$ cat config.mk
export PLATFORM = sky130hd
export DESIGN_NAME = voxel_ray_traversal_top
export DESIGN_NICKNAME = d
export VERILOG_FILES = /design/src/design/vrt_pkg.sv /design/src/design/vrt_div.sv /design/src/design/voxel_ray_traversal_top.sv
export SDC_FILE = /design/constraint.sdc
export NUM_CORES = 1
export LEC_CHECK = 0
export BUFFER_PORTS_ARGS = -buffer_cell sky130_fd_sc_hd__buf_2
export CORE_MARGIN = 2
export CORE_UTILIZATION = 60
export DETAILED_ROUTE_END_ITERATION = 7
export GPL_TIMING_DRIVEN = 0
export PLACE_DENSITY = 0.88
export SLEW_MARGIN = 20
export SYNTH_ARGS = -nofsm -noshare
export SYNTH_HDL_FRONTEND = slang
export SYNTH_SLANG_ARGS = --single-unit
$ cat constraint.sdc
create_clock -name i_clk -period 7.5 [get_ports i_clk]
set_input_delay 0.375 -clock i_clk [delete_from_list [all_inputs] [get_ports i_clk]]
set_output_delay 0.375 -clock i_clk [all_outputs]
set_load 0.05 [all_outputs]
$ cat src/design/vrt_pkg.sv
// ----------------------------------------------------------------------------
// vrt_pkg
// Shared types, constants and helpers for the voxel ray traversal block.
// ----------------------------------------------------------------------------
package vrt_pkg;

    localparam int MAX_CELLS_DEF = 64;
    localparam int FRAC_BITS_DEF = 16;

    localparam int DIR_FRAC = 16;
    localparam int DIR_W    = 18;
    localparam int ORG_W    = 32;
    localparam int T_W      = 32;
    localparam int CELL_W   = 16;
    localparam int CFG_W    = 7;

    localparam logic [CFG_W-1:0] VOXEL_COUNT_RST = 7'd64;
    localparam logic [T_W-1:0]   T_SAT           = '1;

    // Code for how a cell was reached.
    typedef enum logic [1:0] {
        MV_START = 2'd0,
        MV_X     = 2'd1,
        MV_Y     = 2'd2,
        MV_Z     = 2'd3
    } t_move;

    typedef enum logic [1:0] {
        ST_IDLE,
        ST_LOAD,
        ST_WAIT,
        ST_EMIT
    } t_state;

    // Step direction per axis, two's complement -1/0/+1.
    localparam logic [1:0] SIGN_ZERO = 2'b00;
    localparam logic [1:0] SIGN_POS  = 2'b01;
    localparam logic [1:0] SIGN_NEG  = 2'b11;

    function automatic logic [T_W-1:0] sat_add(input logic [T_W-1:0] a,
                                               input logic [T_W-1:0] b);
        logic [T_W:0] s;
        s = {1'b0, a} + {1'b0, b};
        return s[T_W] ? T_SAT : s[T_W-1:0];
    endfunction

endpackage

$ cat src/design/vrt_div.sv
// ----------------------------------------------------------------------------
// vrt_div
// Shared restoring divider, one quotient bit per cycle, saturated 32-bit result.
// ----------------------------------------------------------------------------
module vrt_div import vrt_pkg::*; #(
    parameter int NUM_W = 33,
    parameter int DEN_W = 18
) (
    input  logic             i_clk,
    input  logic             i_rst_n,
    input  logic             i_start,
    input  logic [NUM_W-1:0] i_num,
    input  logic [DEN_W-1:0] i_den,
    output logic             o_done,
    output logic [T_W-1:0]   o_quot
);

    localparam int CNT_W = $clog2(NUM_W + 1);

    logic [NUM_W-1:0] r_nq;
    logic [DEN_W-1:0] r_rem;
    logic [DEN_W-1:0] r_den;
    logic [CNT_W-1:0] r_cnt;
    logic             r_busy;
    logic             r_done;

    logic [DEN_W:0]   rem_sh;
    logic             ge;
    logic [DEN_W-1:0] n_rem;
    logic [63:0]      q_wide;

    always_comb begin
        rem_sh = {r_rem, r_nq[NUM_W-1]};
        ge     = rem_sh >= {1'b0, r_den};
        n_rem  = ge ? DEN_W'(rem_sh - {1'b0, r_den}) : rem_sh[DEN_W-1:0];
        q_wide = 64'(r_nq);
    end

    always_ff @(posedge i_clk) begin
        if (!i_rst_n) begin
            r_busy <= 1'b0;
            r_done <= 1'b0;
            r_cnt  <= '0;
        end else begin
            r_done <= 1'b0;
            if (i_start) begin
                r_busy <= 1'b1;
                r_cnt  <= CNT_W'(NUM_W);
            end else if (r_busy) begin
                r_cnt <= r_cnt - CNT_W'(1);
                if (r_cnt == CNT_W'(1)) begin
                    r_busy <= 1'b0;
                    r_done <= 1'b1;
                end
            end
        end
    end

    always_ff @(posedge i_clk) begin
        if (i_start) begin
            r_nq  <= i_num;
            r_den <= i_den;
            r_rem <= '0;
        end else if (r_busy) begin
            r_nq  <= {r_nq[NUM_W-2:0], ge};
            r_rem <= n_rem;
        end
    end

    assign o_done = r_done;
    assign o_quot = (|q_wide[63:32]) ? T_SAT : q_wide[31:0];

endmodule

$ cat src/design/voxel_ray_traversal_top.sv
// ----------------------------------------------------------------------------
// voxel_ray_traversal_top
// 3D grid traversal of one fixed-point ray, emitting each visited cell.
// ----------------------------------------------------------------------------
//
// Channel    Direction  Contents
// s_axis     in         one ray: origin x/y/z and direction x/y/z
// m_axis     out        one visited cell per transaction, tlast on the final cell
// i_cfg_wr   in         voxel_count, the number of cells emitted per ray
//
// A ray transaction is taken only while the block is idle. Setup runs six jobs
// through the shared divider (next boundary time and boundary spacing for
// each axis); a job on an axis with zero direction skips the divider and takes
// a saturated time. The cells then leave at one per cycle. Output stalls hold
// the traversal in place, and a new ray is accepted while the previous ray's
// final cell still waits in the output register.
// Reset is synchronous and active low; it clears the control state and sets
// voxel_count to 64.
// ----------------------------------------------------------------------------
module voxel_ray_traversal_top import vrt_pkg::*; #(
    parameter int MAX_CELLS = MAX_CELLS_DEF,
    parameter int FRAC_BITS = FRAC_BITS_DEF
) (
    input  logic              i_clk,
    input  logic              i_rst_n,
    // Configuration write: voxel_count.
    input  logic              i_cfg_wr_en,
    input  logic [CFG_W-1:0]  i_cfg_wr_data,
    // Ray input.
    input  logic              s_axis_tvalid,
    output logic              s_axis_tready,
    // tdata from bit 0: origin_x[31:0], origin_y[31:0], origin_z[31:0],
    // dir_x[17:0], dir_y[17:0], dir_z[17:0], two zero pad bits.
    input  logic [151:0]      s_axis_tdata,
    // Cell output.
    output logic              m_axis_tvalid,
    input  logic              m_axis_tready,
    // tdata from bit 0: cell_x[15:0], cell_y[15:0], cell_z[15:0].
    output logic [47:0]       m_axis_tdata,
    // tuser from bit 0: moved_axis[1:0].
    output logic [1:0]        m_axis_tuser,
    // tlast: last_cell.
    output logic              m_axis_tlast
);

    // The numerator of a division is a distance or one cell, shifted up by the
    // direction's fraction bits; one extra bit holds a full cell.
    localparam int NUM_W = FRAC_BITS + DIR_FRAC + 1;
    localparam int CNT_W = (MAX_CELLS > 1) ? $clog2(MAX_CELLS) : 1;
    localparam logic [NUM_W-1:0] SPC_NUM = NUM_W'(1) << (FRAC_BITS + DIR_FRAC);
    localparam logic [FRAC_BITS:0] ONE_CELL = (FRAC_BITS+1)'(1) << FRAC_BITS;

    // Input unpacking and per-axis setup values.
    logic [ORG_W-1:0]     in_org   [3];
    logic [DIR_W-1:0]     in_dir   [3];
    logic [CELL_W-1:0]    set_cell [3];
    logic [1:0]           set_sign [3];
    logic [DIR_W-1:0]     set_mag  [3];
    logic [FRAC_BITS:0]   set_dist [3];
    logic signed [ORG_W-1:0] int_part;

    assign in_org[0] = s_axis_tdata[31:0];
    assign in_org[1] = s_axis_tdata[63:32];
    assign in_org[2] = s_axis_tdata[95:64];
    assign in_dir[0] = s_axis_tdata[113:96];
    assign in_dir[1] = s_axis_tdata[131:114];
    assign in_dir[2] = s_axis_tdata[149:132];

    // The cell is the floor of the origin, kept at 16 bits. A negative
    // direction measures back to the cell's lower face, a positive one
    // forward to its upper face.
    always_comb begin
        int_part = '0;
        for (int i = 0; i < 3; i++) begin
            int_part    = $signed(in_org[i]) >>> FRAC_BITS;
            set_cell[i] = int_part[CELL_W-1:0];
            set_mag[i]  = in_dir[i][DIR_W-1] ? DIR_W'(-in_dir[i]) : in_dir[i];
            set_dist[i] = in_dir[i][DIR_W-1] ? {1'b0, in_org[i][FRAC_BITS-1:0]}
                                             : ONE_CELL - {1'b0, in_org[i][FRAC_BITS-1:0]};
            if (set_mag[i] == '0) begin
                set_sign[i] = SIGN_ZERO;
            end else if (in_dir[i][DIR_W-1]) begin
                set_sign[i] = SIGN_NEG;
            end else begin
                set_sign[i] = SIGN_POS;
            end
        end
    end

    // State.
    t_state             r_state, n_state;
    logic [CFG_W-1:0]   r_vcount;
    logic [CELL_W-1:0]  r_cell [3];
    logic [1:0]         r_sign [3];
    logic [DIR_W-1:0]   r_mag  [3];
    logic [FRAC_BITS:0] r_dist [3];
    logic [T_W-1:0]     r_bnd  [3];
    logic [T_W-1:0]     r_spc  [3];
    logic [CNT_W-1:0]   r_left;
    logic               r_first;
    logic [1:0]         r_axis;
    logic               r_kind;   // 0: next boundary time, 1: boundary spacing
    logic               r_out_valid;
    logic [47:0]        r_out_data;
    t_move              r_out_move;
    logic               r_out_last;

    // Run length clamped to 1..MAX_CELLS.
    logic [CFG_W-1:0]   run_len;
    logic [CNT_W-1:0]   run_left;

    always_comb begin
        if (r_vcount == '0) begin
            run_len = CFG_W'(1);
        end else if (int'(r_vcount) > MAX_CELLS) begin
            run_len = CFG_W'(MAX_CELLS);
        end else begin
            run_len = r_vcount;
        end
        run_left = CNT_W'(run_len - CFG_W'(1));
    end

    // Divider job selection.
    logic [DIR_W-1:0]   job_mag;
    logic [FRAC_BITS:0] job_dist;
    logic [NUM_W-1:0]   job_num;
    logic               job_zero;
    logic               job_last;
    logic               job_wr;
    logic [T_W-1:0]     job_res;
    logic               div_start;
    logic               div_done;
    logic [T_W-1:0]     div_quot;

    always_comb begin
        case (r_axis)
            2'd0: begin
                job_mag  = r_mag[0];
                job_dist = r_dist[0];
            end
            2'd1: begin
                job_mag  = r_mag[1];
                job_dist = r_dist[1];
            end
            default: begin
                job_mag  = r_mag[2];
                job_dist = r_dist[2];
            end
        endcase
        job_num  = r_kind ? SPC_NUM : {job_dist, {DIR_FRAC{1'b0}}};
        job_zero = job_mag == '0;
        job_last = (r_axis == 2'd2) && r_kind;
        job_res  = job_zero ? T_SAT : div_quot;
    end

    vrt_div #(
        .NUM_W (NUM_W),
        .DEN_W (DIR_W)
    ) u_vrt_div (
        .i_clk   (i_clk),
        .i_rst_n (i_rst_n),
        .i_start (div_start),
        .i_num   (job_num),
        .i_den   (job_mag),
        .o_done  (div_done),
        .o_quot  (div_quot)
    );

    // Stepping: the axis with the strictly smallest boundary time advances;
    // ties go to y over x and to z otherwise.
    logic [1:0]        step_ax;
    t_move             step_move;
    logic [T_W-1:0]    sel_bnd, sel_spc, new_bnd;
    logic [CELL_W-1:0] sel_cell, new_cell;
    logic [1:0]        sel_sign;
    logic [CELL_W-1:0] out_cell [3];
    logic              emit_ok;
    logic              emit_last;

    always_comb begin
        if (r_bnd[0] < r_bnd[1] && r_bnd[0] < r_bnd[2]) begin
            step_ax = 2'd0;
        end else if (r_bnd[1] < r_bnd[2]) begin
            step_ax = 2'd1;
        end else begin
            step_ax = 2'd2;
        end
        case (step_ax)
            2'd0: begin
                sel_bnd   = r_bnd[0];
                sel_spc   = r_spc[0];
                sel_cell  = r_cell[0];
                sel_sign  = r_sign[0];
                step_move = MV_X;
            end
            2'd1: begin
                sel_bnd   = r_bnd[1];
                sel_spc   = r_spc[1];
                sel_cell  = r_cell[1];
                sel_sign  = r_sign[1];
                step_move = MV_Y;
            end
            default: begin
                sel_bnd   = r_bnd[2];
                sel_spc   = r_spc[2];
                sel_cell  = r_cell[2];
                sel_sign  = r_sign[2];
                step_move = MV_Z;
            end
        endcase
        new_bnd = sat_add(sel_bnd, sel_spc);
        case (sel_sign)
            SIGN_POS: new_cell = sel_cell + CELL_W'(1);
            SIGN_NEG: new_cell = sel_cell - CELL_W'(1);
            default:  new_cell = sel_cell;
        endcase
        for (int i = 0; i < 3; i++) begin
            out_cell[i] = (!r_first && step_ax == 2'(i)) ? new_cell : r_cell[i];
        end
        emit_last = r_first ? (r_left == '0) : (r_left == CNT_W'(1));
    end

    // Sequencer.
    always_comb begin
        n_state       = r_state;
        s_axis_tready = 1'b0;
        div_start     = 1'b0;
        job_wr        = 1'b0;
        emit_ok       = 1'b0;
        case (r_state)
            ST_IDLE: begin
                s_axis_tready = 1'b1;
                if (s_axis_tvalid) begin
                    n_state = ST_LOAD;
                end
            end
            ST_LOAD: begin
                if (job_zero) begin
                    job_wr  = 1'b1;
                    n_state = job_last ? ST_EMIT : ST_LOAD;
                end else begin
                    div_start = 1'b1;
                    n_state   = ST_WAIT;
                end
            end
            ST_WAIT: begin
                if (div_done) begin
                    job_wr  = 1'b1;
                    n_state = job_last ? ST_EMIT : ST_LOAD;
                end
            end
            ST_EMIT: begin
                emit_ok = !r_out_valid || m_axis_tready;
                if (emit_ok && emit_last) begin
                    n_state = ST_IDLE;
                end
            end
            default: begin
                n_state = ST_IDLE;
            end
        endcase
    end

    always_ff @(posedge i_clk) begin
        if (!i_rst_n) begin
            r_state     <= ST_IDLE;
            r_vcount    <= VOXEL_COUNT_RST;
            r_out_valid <= 1'b0;
        end else begin
            r_state <= n_state;
            if (i_cfg_wr_en) begin
                r_vcount <= i_cfg_wr_data;
            end
            if (emit_ok) begin
                r_out_valid <= 1'b1;
            end else if (m_axis_tready) begin
                r_out_valid <= 1'b0;
            end
        end
    end

    // Datapath registers.
    always_ff @(posedge i_clk) begin
        if (s_axis_tvalid && s_axis_tready) begin
            for (int i = 0; i < 3; i++) begin
                r_cell[i] <= set_cell[i];
                r_sign[i] <= set_sign[i];
                r_mag[i]  <= set_mag[i];
                r_dist[i] <= set_dist[i];
            end
            r_left  <= run_left;
            r_first <= 1'b1;
            r_axis  <= 2'd0;
            r_kind  <= 1'b0;
        end
        if (job_wr) begin
            for (int i = 0; i < 3; i++) begin
                if (r_axis == 2'(i)) begin
                    if (r_kind) begin
                        r_spc[i] <= job_res;
                    end else begin
                        r_bnd[i] <= job_res;
                    end
                end
            end
            r_kind <= ~r_kind;
            if (r_kind) begin
                r_axis <= r_axis + 2'd1;
            end
        end
        if (emit_ok) begin
            if (r_first) begin
                r_first    <= 1'b0;
                r_out_move <= MV_START;
            end else begin
                for (int i = 0; i < 3; i++) begin
                    r_cell[i] <= out_cell[i];
                    if (step_ax == 2'(i)) begin
                        r_bnd[i] <= new_bnd;
                    end
                end
                r_left     <= r_left - CNT_W'(1);
                r_out_move <= step_move;
            end
            r_out_data <= {out_cell[2], out_cell[1], out_cell[0]};
            r_out_last <= emit_last;
        end
    end

    assign m_axis_tvalid = r_out_valid;
    assign m_axis_tdata  = r_out_data;
    assign m_axis_tuser  = r_out_move;
    assign m_axis_tlast  = r_out_last;

endmodule

; ---- After elaboration in Yosys (flattened, before gate mapping)
; Memory sizes are Yosys's and may differ from the RTL's.
; Cells that the tools add are included.
; W data, S select, Z words.
[word_totals]
latchBits = 0
ff_bits = 148
output_inout_bits = 53
mem_bits_rw = 351
rom_bits = 0
n_memories = 6
inputBits = 164
[op_classes]
n_shift = 0
mux = 122
multipliers = 0
add_sub_neg = 14
bitwise_logic = 9
n_eq_ne = 14
div_mod_pow = 0
n_lt_le_gt_ge = 5
n_reduce_logical = 29
[memory_table]
columns = memory, words, width, rd, rd_ports_with_merged_regs, wr, line_no
row1 = r_bnd, 3, 32, 3, 0, 1, voxel_ray_traversal_top.sv:97  ; logic [T_W-1:0] r_bnd [3];
row2 = r_spc, 3, 32, 3, 0, 1, voxel_ray_traversal_top.sv:98  ; logic [T_W-1:0] r_spc [3];
row3 = r_mag, 3, 18, 3, 0, 3, voxel_ray_traversal_top.sv:95  ; logic [DIR_W-1:0] r_mag [3];
row4 = r_dist, 3, 17, 3, 0, 3, voxel_ray_traversal_top.sv:96  ; logic [FRAC_BITS:0] r_dist [3];
row5 = r_cell, 3, 16, 3, 0, 3, voxel_ray_traversal_top.sv:93  ; logic [CELL_W-1:0] r_cell [3];
row6 = r_sign, 3, 2, 3, 0, 3, voxel_ray_traversal_top.sv:94  ; logic [1:0] r_sign [3];
[ops]
columns = operator, n
row1 = $mux W32, 10
row2 = $pmux W32 S2, 2
row3 = $reduce_or A32 Y1, 4
row4 = $mux W33, 3
row5 = $lt A32 B32 Y1, 3
row6 = $mux W16, 6
row7 = $logic_not A18 Y1, 4
row8 = $mux W18, 4
row9 = $pmux W16 S2, 2
row10 = $mux W1, 59
row11 = $neg A18 Y18, 3
row12 = $mux W17, 3
row13 = $sub A17 B16 Y17 const A, 3
row14 = $mux W6, 7
row15 = $mux W2, 20
row16 = $pmux W18 S2, 1
row17 = $pmux W17 S2, 1
row18 = $add A32 B32 Y33, 1
row19 = $ge A19 B18 Y1, 1
row20 = $sub A18 B18 Y18, 1
row21 = $sub A6 B1 Y6 const B, 3
row22 = $add A16 B1 Y16 const B, 1
row23 = $sub A16 B1 Y16 const B, 1
row24 = $eq A6 B1 Y1 const B, 2
row25 = other kinds (21), 48

; ---- Depth between registers and ports, before layout
; Gate-level depths: netlist (run 1).
; An unclocked memory read counts as a cell.
[depth]
ltp_word = 13
ltp_mapped = 27
ltp_nobuf = 25

; ---- By module
; Synthesis (run 1) repeated with hierarchy kept, for this count alone.
[unflattened]
cells_unflattened = 2645
area_unflattened_um2 = 28522.4
[by_module_without_submodules]
columns = module, cells_each, seq_area_each_um2, instances, area_each_um2
row1 = voxel_ray_traversal_top, 2247, 12482.0, 1, 24193.2
row2 = vrt_div, 398, 2052.0, 1, 4329.2

; ---- Least setup slack after synthesis (run 1)
; OpenSTA, ideal clock, no wires.
[synth_timing]
kind = reg-to-reg
start = memory r_bnd[1][6], in the netlist r_bnd[0][38]
end = memory r_bnd[0][0] (data pin)
n_path_buf = 5
period_less_slack_ps = 5876
arrival_time_ps = 5736
setup_slack_ps = 1624
path_stages_with_launch = 27
setup_ps = 140
cell_sequence = edfxtp_1 ha_1 a21o_1 a211oi_1 o31a_1 o211ai_2 a31oi_1 buf_6 clkbuf_1 buf_1 buf_1 a21oi_1 a21oi_1 fa_1 a21o_1 a21oi_1 o21ai_0 a31oi_1 o31ai_1 nand4_1 a31oi_1 o21bai_1 a211oi_1 o21ai_0 a21oi_1 clkbuf_1 o22a_1
[synth_rtl]
columns = element, line_no
row1 = "start, declared", voxel_ray_traversal_top.sv:97

==> results.toml, run 1 <==
[outcome]
status = "finished, final reports clean"

[cts]
root_buffer = "clkbuf_16"
clk_latency_ps = 630
cts_buffers = 51
cts_sinks = 499
cts_tree = "done"
h-tree-depth = 2
cts.path.max_buffers = 3
path_clk_slew_ps = 60

[floorplan]
io-pin-count = 217
core_area_um2 = 45600
rows = 78
initial_core_util = 0.610
die_h_um = 219
dieArea_um2 = 48100
die_width_um = 219

[yosys]
async_flop_share = 0
syn_area_per_cell_um2 = 10.9
synthXorXnorAreaFrac = 0.0454
synth-edff-count = 454
synth_area_leaders = "edfxtp_1, ha_1, a21oi_1, nor2_1, dfxtp_1"
synth_flop_cell = "edfxtp_1"
synthAdderAreaFrac = 0.0823
synth_compound_area_frac = 0.140
synth_top_family_by_area = "compound AO/OA/AOI/OAI gates"
synth_warnings = 0
synthMuxAreaShare = 0.0526
syn_area_um2 = 27800
synth_top_area_cell = "edfxtp_1"
yosys.area.top_type_share = 0.490
synth_most_common_cell = "edfxtp_1"
synth_cells = 2562
synthSimpleGateAreaFrac = 0.123
ys_seq_area_frac = 0.523
ys_ff_latch = 499
synth.distinct_cells = 73
synth_commonest_cells = "edfxtp_1, a21oi_1, nor2_1, nand2_1, ha_1"
synth_nets = 2907

[place]
gp_congestion = 0.950
port_buffers = 207
place_area_um2 = 29800
hpwl_um = 54100

[timing]
hold_viol = 0
slew-limit-headroom = 0.375
slew_viol_final = 0
fin_crit_ps = 7380
fin_crit_sh = 0.984
setup_viol = 0
worst_pin_slew_ps = 925
max_freq_mhz = 135
finClkSkew_ps = 47.6

[worst_setup_path]
crit_family = "compound AO/OA/AOI/OAI gates"
cp.arrival_ps = 7750
criticalPathCategory = "reg -> reg"
crit_buf_inv = 2
start_kind = "flop"
cp-startpoint = "r_bnd[0][38]"
worst_r2r_path_depth = 24
max_stage_delay_ps = 550
path_cells = "ha_1, a21o_1, a211oi_1, o31a_1, o211ai_2, a31oi_2, buf_6, mux2_2, mux2i_1, or2_2, inv_1, ha_1, nor2b_1, o21ai_0, nand2b_1, a21o_1, a21o_1, a21oi_1, o31ai_1, a31oi_1, xnor2_1, mux2i_1, o21ai_0, mux2_2"
cp_max_fo = 18
end_kind = "flop"
cpMaxStageDelayCell = "mux2i_1"
crit_cells = 24
r2r_start = "r_bnd[0][38]"
cpMostUsedCell = "a21o_1"
cp_data_required_time_ps = 7870

[min_path]
holdCritStartpoint = "i_cfg_wr_data[4]"
hold_path.class = "in -> reg"
worstHoldPathCells = 3

[detailed_routing]
routed_wirelength_um = 75300
routedWlPerCell_um = 21.7
first_pass_iters = 7
viasPerCell = 6.38
drcViolationCount = 0
ant_nets = 0
num_vias = 22200
drtIter0Drc = 2682

[global_route]
grt_pass1_wl_um = 115000
grt_start_max_net_pins = 62
overflow = 0
globalRouteTotalUtil = 0.307
antenna_found_initial = 0
grt_pass1_vias = 22000

[power]
p_total_mw = 7.94
p_per_area_nw_per_um2 = 250
p_leak_nw = 12.5
irDropWorstVdd_mv = 0.189

[layout]
nets = 3182
area_growth_pct = 14.3
antennaDiodeCount = 0
drive_above_1_share = 0.146
postLayoutCellArea_um2 = 31800

[flow_run]
drv_cap = 0
## path summary, 6_finish.rpt
path                         endpoint  slack, ps
setup / recovery        r_cell[0][30]        120
setup reg to reg        r_cell[0][30]        120
hold reg to reg   u_vrt_div.r_rem[17]        490
hold / removal            r_vcount[4]         20
## cells by family after synthesis
kind of cell / after synthesis
XOR/XNOR: 144
adder cells (fa/ha/maj): 181
buffers and inverters: 254
AND/OR/NAND/NOR: 721
AO/OA/AOI/OAI: 625
multiplexers: 138
flip-flops: 499
## tightest hold or removal path: stages
cell and delay [ps]:
buf_2 70, mux2i_1 60, nor2b_1 90
## cell type report
| cell class | count | area, um^2 |
|---|---|---|
| flip-flops and latches | 499 | 14500 |
| clock inverters | 31 | 488 |
| plain buffers | 110 | 454 |
| well taps | 600 | 751 |
| inverters | 143 | 542 |
| clock buffers | 62 | 1320 |
| fillers | 3035 | 13800 |
| multi-input cells | 1809 | 12400 |
| repair buffers | 223 | 1300 |
## metal layers
layer,part of all wire,global-route usage,vias to the layer above,routed length [um]
li1,-,-,9969,-
met1,0.37,0.374,10600,27700
met2,0.49,0.523,1349,36500
met3,0.093,0.0491,307,6980
met4,0.054,0.168,0,4050
met5,0,0,-,0
## where the power goes
group          total (mW)  internal, mW  switching (mW)  leakage, nW
Combinational        1.55         0.589           0.957         7.05
Sequential           3.63          3.45           0.176         4.55
Clock                2.76          1.67            1.09        0.864
Total                7.94          5.71            2.23         12.5
## placed cells by master (no fill, tap or decap), types with 18 or more instances in the layout
master     Yosys  layout
xor2_1        54      54
buf_2          7     216
clkbuf_16      0      51
o22a_1        30      30
nor2_1       243     243
a31oi_1       24      20
and2_1        29      26
a21oi_1      271     270
a21o_1        30      29
edfxtp_1     454     454
mux2i_1       75      75
nand2b_1      34      34
nor2b_1       22      22
nand2_1      193     192
xnor2_1       90      90
nand3_1       23      22
mux2_2        62      62
nor3_1        47      47
or3_1         42      42
dfxtp_1       45      45
clkbuf_1      90      90
inv_1        143     140
a22oi_1       20      20
nor4_1        20      18
ha_1         178     178
o21ai_0      110     109
o31ai_1       30      29
## repair_timing
action                                  4_1_cts  5_1_grt
endpoints found under the hold margin         6        0
hold buffers                                  6        0
endpoints found under the setup margin       96       93
resized for setup                            19       22
setup buffers                                 2        0
pin swaps                                     1        0
cloned                                        0        0
## stage by stage
| stage | hold slack, ps | cells | util | setup slack [ps] | setup TNS [ps] |
|---|---|---|---|---|---|
| 2_1_floorplan | 428 | 2562 | - | 1620 | 0 |
| 3_3_place_gp | 470 | 3369 | 0.649 | -1150 | -100220 |
| 3_5_place_dp | 470 | 3377 | 0.654 | -1390 | -122290 |
| 4_1_cts | 3.02 | 3477 | 0.696 | 7.03 | 0 |
| 5_1_grt | 37.3 | 3477 | 0.698 | -17.9 | -46.1 |
| 6_report | 16.1 | 3477 | 0.698 | 117 | 0 |
## flip-flops by register name, indices dropped and copies added, names as in the netlist, 18 cells and up
| signal | cells |
|---|---|
| r_spc | 96 |
| u_vrt_div.r_nq | 33 |
| r_mag | 54 |
| r_cell | 48 |
| r_bnd | 96 |
| r_dist | 51 |
| m_axis_tdata | 48 |
| u_vrt_div.r_den | 18 |
| u_vrt_div.r_rem | 18 |
Note: power is estimated with default switching activity, not from simulation.
==> inputs of run 2 (changes only) <==
Settings changed: GPL_TIMING_DRIVEN 0 to default, REMOVE_ABC_BUFFERS from default to 1, SETUP_SLACK_MARGIN from default to 0.15.
==> run 2 against run 1 <==
Utilization decreased by 1.2 points. Combinational power decreased by 5%. First-iteration DRC count decreased by 36%. Sequential cell count unchanged. Clock-buffer cell count increased by 4. Largest power group unchanged. Register-to-register slack improved by 490 ps. Non-clock buffer count decreased by 82. Clock power decreased by 7.6%. Highest routed layer unchanged. Sequential share of layout area increased by 0.80 points. Largest cell class unchanged. Sequential power about the same. Final area decreased by 1.7%. Total power decreased by 3.7%.
==> results.toml, run 2 (same netlist as run 1, synthesis figures left out) <==
[timing]
hold_viol = 0
slew-limit-headroom = 0.300
max_freq_mhz = 145
slew_viol_final = 0
rsz0062_at_grt = "false"
hold_slack_ps = 19.3
finClkSkew_ps = 21.9
setup_viol = 0
fin_crit_ps = 6890
fin_crit_sh = 0.919
setup_ws_ps = 605
worst_pin_slew_ps = 1050

[global_route]
grt_start_max_net_pins = 88
overflow = 0
globalRouteTotalUtil = 0.267
antenna_found_initial = 1
grt_pass1_vias = 21200
grt_pass1_wl_um = 103000

[detailed_routing]
drcViolationCount = 0
viasPerCell = 6.15
drtIter0Drc = 1715
first_pass_iters = 7
routed_wirelength_um = 64400
routedWlPerCell_um = 19.0
num_vias = 20900
ant_nets = 0

[flow_run]
drv_cap = 0

[power]
irDropWorstVdd_mv = 0.229
p_per_area_nw_per_um2 = 245
p_leak_nw = 12.3

[layout]
layout_commonest_cell = "edfxtp_1"
drive_above_1_share = 0.150
final_core_util = 0.686
postLayoutCellArea_um2 = 31200
area_growth_pct = 12.4
reg.largest.list = "r_bnd: 96 flops, r_spc: 96 flops, r_mag: 54 flops"
nets = 3099
final_cell_mix = "edfxtp_1, a21oi_1, nor2_1, buf_2, nand2_1"

[cts]
path_clk_slew_ps = 60
h-tree-depth = 2
cts_tree = "done"
clk_latency_ps = 600
cts.path.max_buffers = 3
root_buffer = "clkbuf_16"
cts_sinks = 499
cts_buffers = 50

[worst_setup_path]
cp_data_required_time_ps = 7840
criticalPathCategory = "reg -> reg"
cp_max_fo = 25
cp.arrival_ps = 7230
start_kind = "flop"
end_kind = "flop"

[place]
hpwl_um = 45200
port_buffers = 214
place_ws_ps = 766
place_area_um2 = 29500
gp_congestion = 0.907

[outcome]
status = "finished, final reports clean"

[min_path]
hold_path.class = "in -> reg"

[floorplan]
rows = 78
die_width_um = 219
initial_core_util = 0.610
die_h_um = 219
dieArea_um2 = 48100
io-pin-count = 217
core_area_um2 = 45600
[run 2: cell count changes in the layout (fill, tap and decap cells not counted), sizes merged]
cell,previous run,this run
inv,143,144
diode,0,1
buf,236,246
clkbuf,153,66
dlygate4sd3,6,5
bufinv,12,6
[run 2: power by group]
part | internal, mW | leakage (nW) | total [mW] | switching (mW)
Clock | 1.50 | 0.813 | 2.55 | 1.05
Sequential | 3.45 | 4.55 | 3.62 | 0.169
Combinational | 0.580 | 6.93 | 1.47 | 0.892
[run 2: path summary, 6_finish.rpt]
kind	end	startpoint	slack, ps	cells past startpoint
max reg2reg	r_cell[0][28]	r_bnd[0][1]	610	23
min reg2reg	u_vrt_div.r_rem[17]	u_vrt_div.r_rem[17]	470	1
min	r_dist[0][34]	s_axis_tdata[64]	20	1
max	r_cell[0][28]	r_bnd[0][1]	610	23
[run 2: critical path, stage by stage (launching register included)]
cell and delay [ps]:
edfxtp_1 440, ha_1 320, a2111oi_0 440, or4b_1 210, nand3_1 160, a311oi_2 670, nand2_4 320, buf_4 300
mux2i_2 170, or2_2 360, inv_1 420, ha_1 370, nor2b_1 160, o21ai_0 160, nand2b_1 120, a21o_1 190
a21o_1 200, a21oi_1 230, o31ai_1 170, a31oi_1 230, xnor2_1 100, mux2i_1 340, o21ai_0 230, mux2_2 340
[run 2: metal layers]
layer,track usage,vias up,part of all wire
met3,0.0391,193,0.068
met4,0.114,0,0.037
met2,0.476,901,0.51
met5,0,-,0
li1,-,9810,-
met1,0.323,9971,0.39
[run 2: layout make-up]
cell class	count	area [um^2]
multi-input combinational	1809	12400
clock buffer	66	1380
tap	600	751
antenna	1	2.50
clock inverter	26	294
inverter	143	541
fill	3051	14300
sequential	499	14500
timing repair buffer	251	1370
[run 2: stage by stage]
step / std cells / total power [mW] / setup TNS (ps)
global route: 3395 / 7.94 / 0
global placement: 3297 / 5.00 / 0
CTS: 3394 / 7.64 / 0
detailed placement: 3297 / 5.10 / 0
finish: 3395 / 7.64 / 0
floorplan: 2451 / 4.67 / -1068000
[run 2: repair_timing]
| action | in CTS | in global routing |
|---|---|---|
| hold endpoints to repair | 5 | 0 |
| buffers inserted | 0 | 0 |
| gates resized for setup | 0 | 0 |
| hold buffers | 5 | 0 |
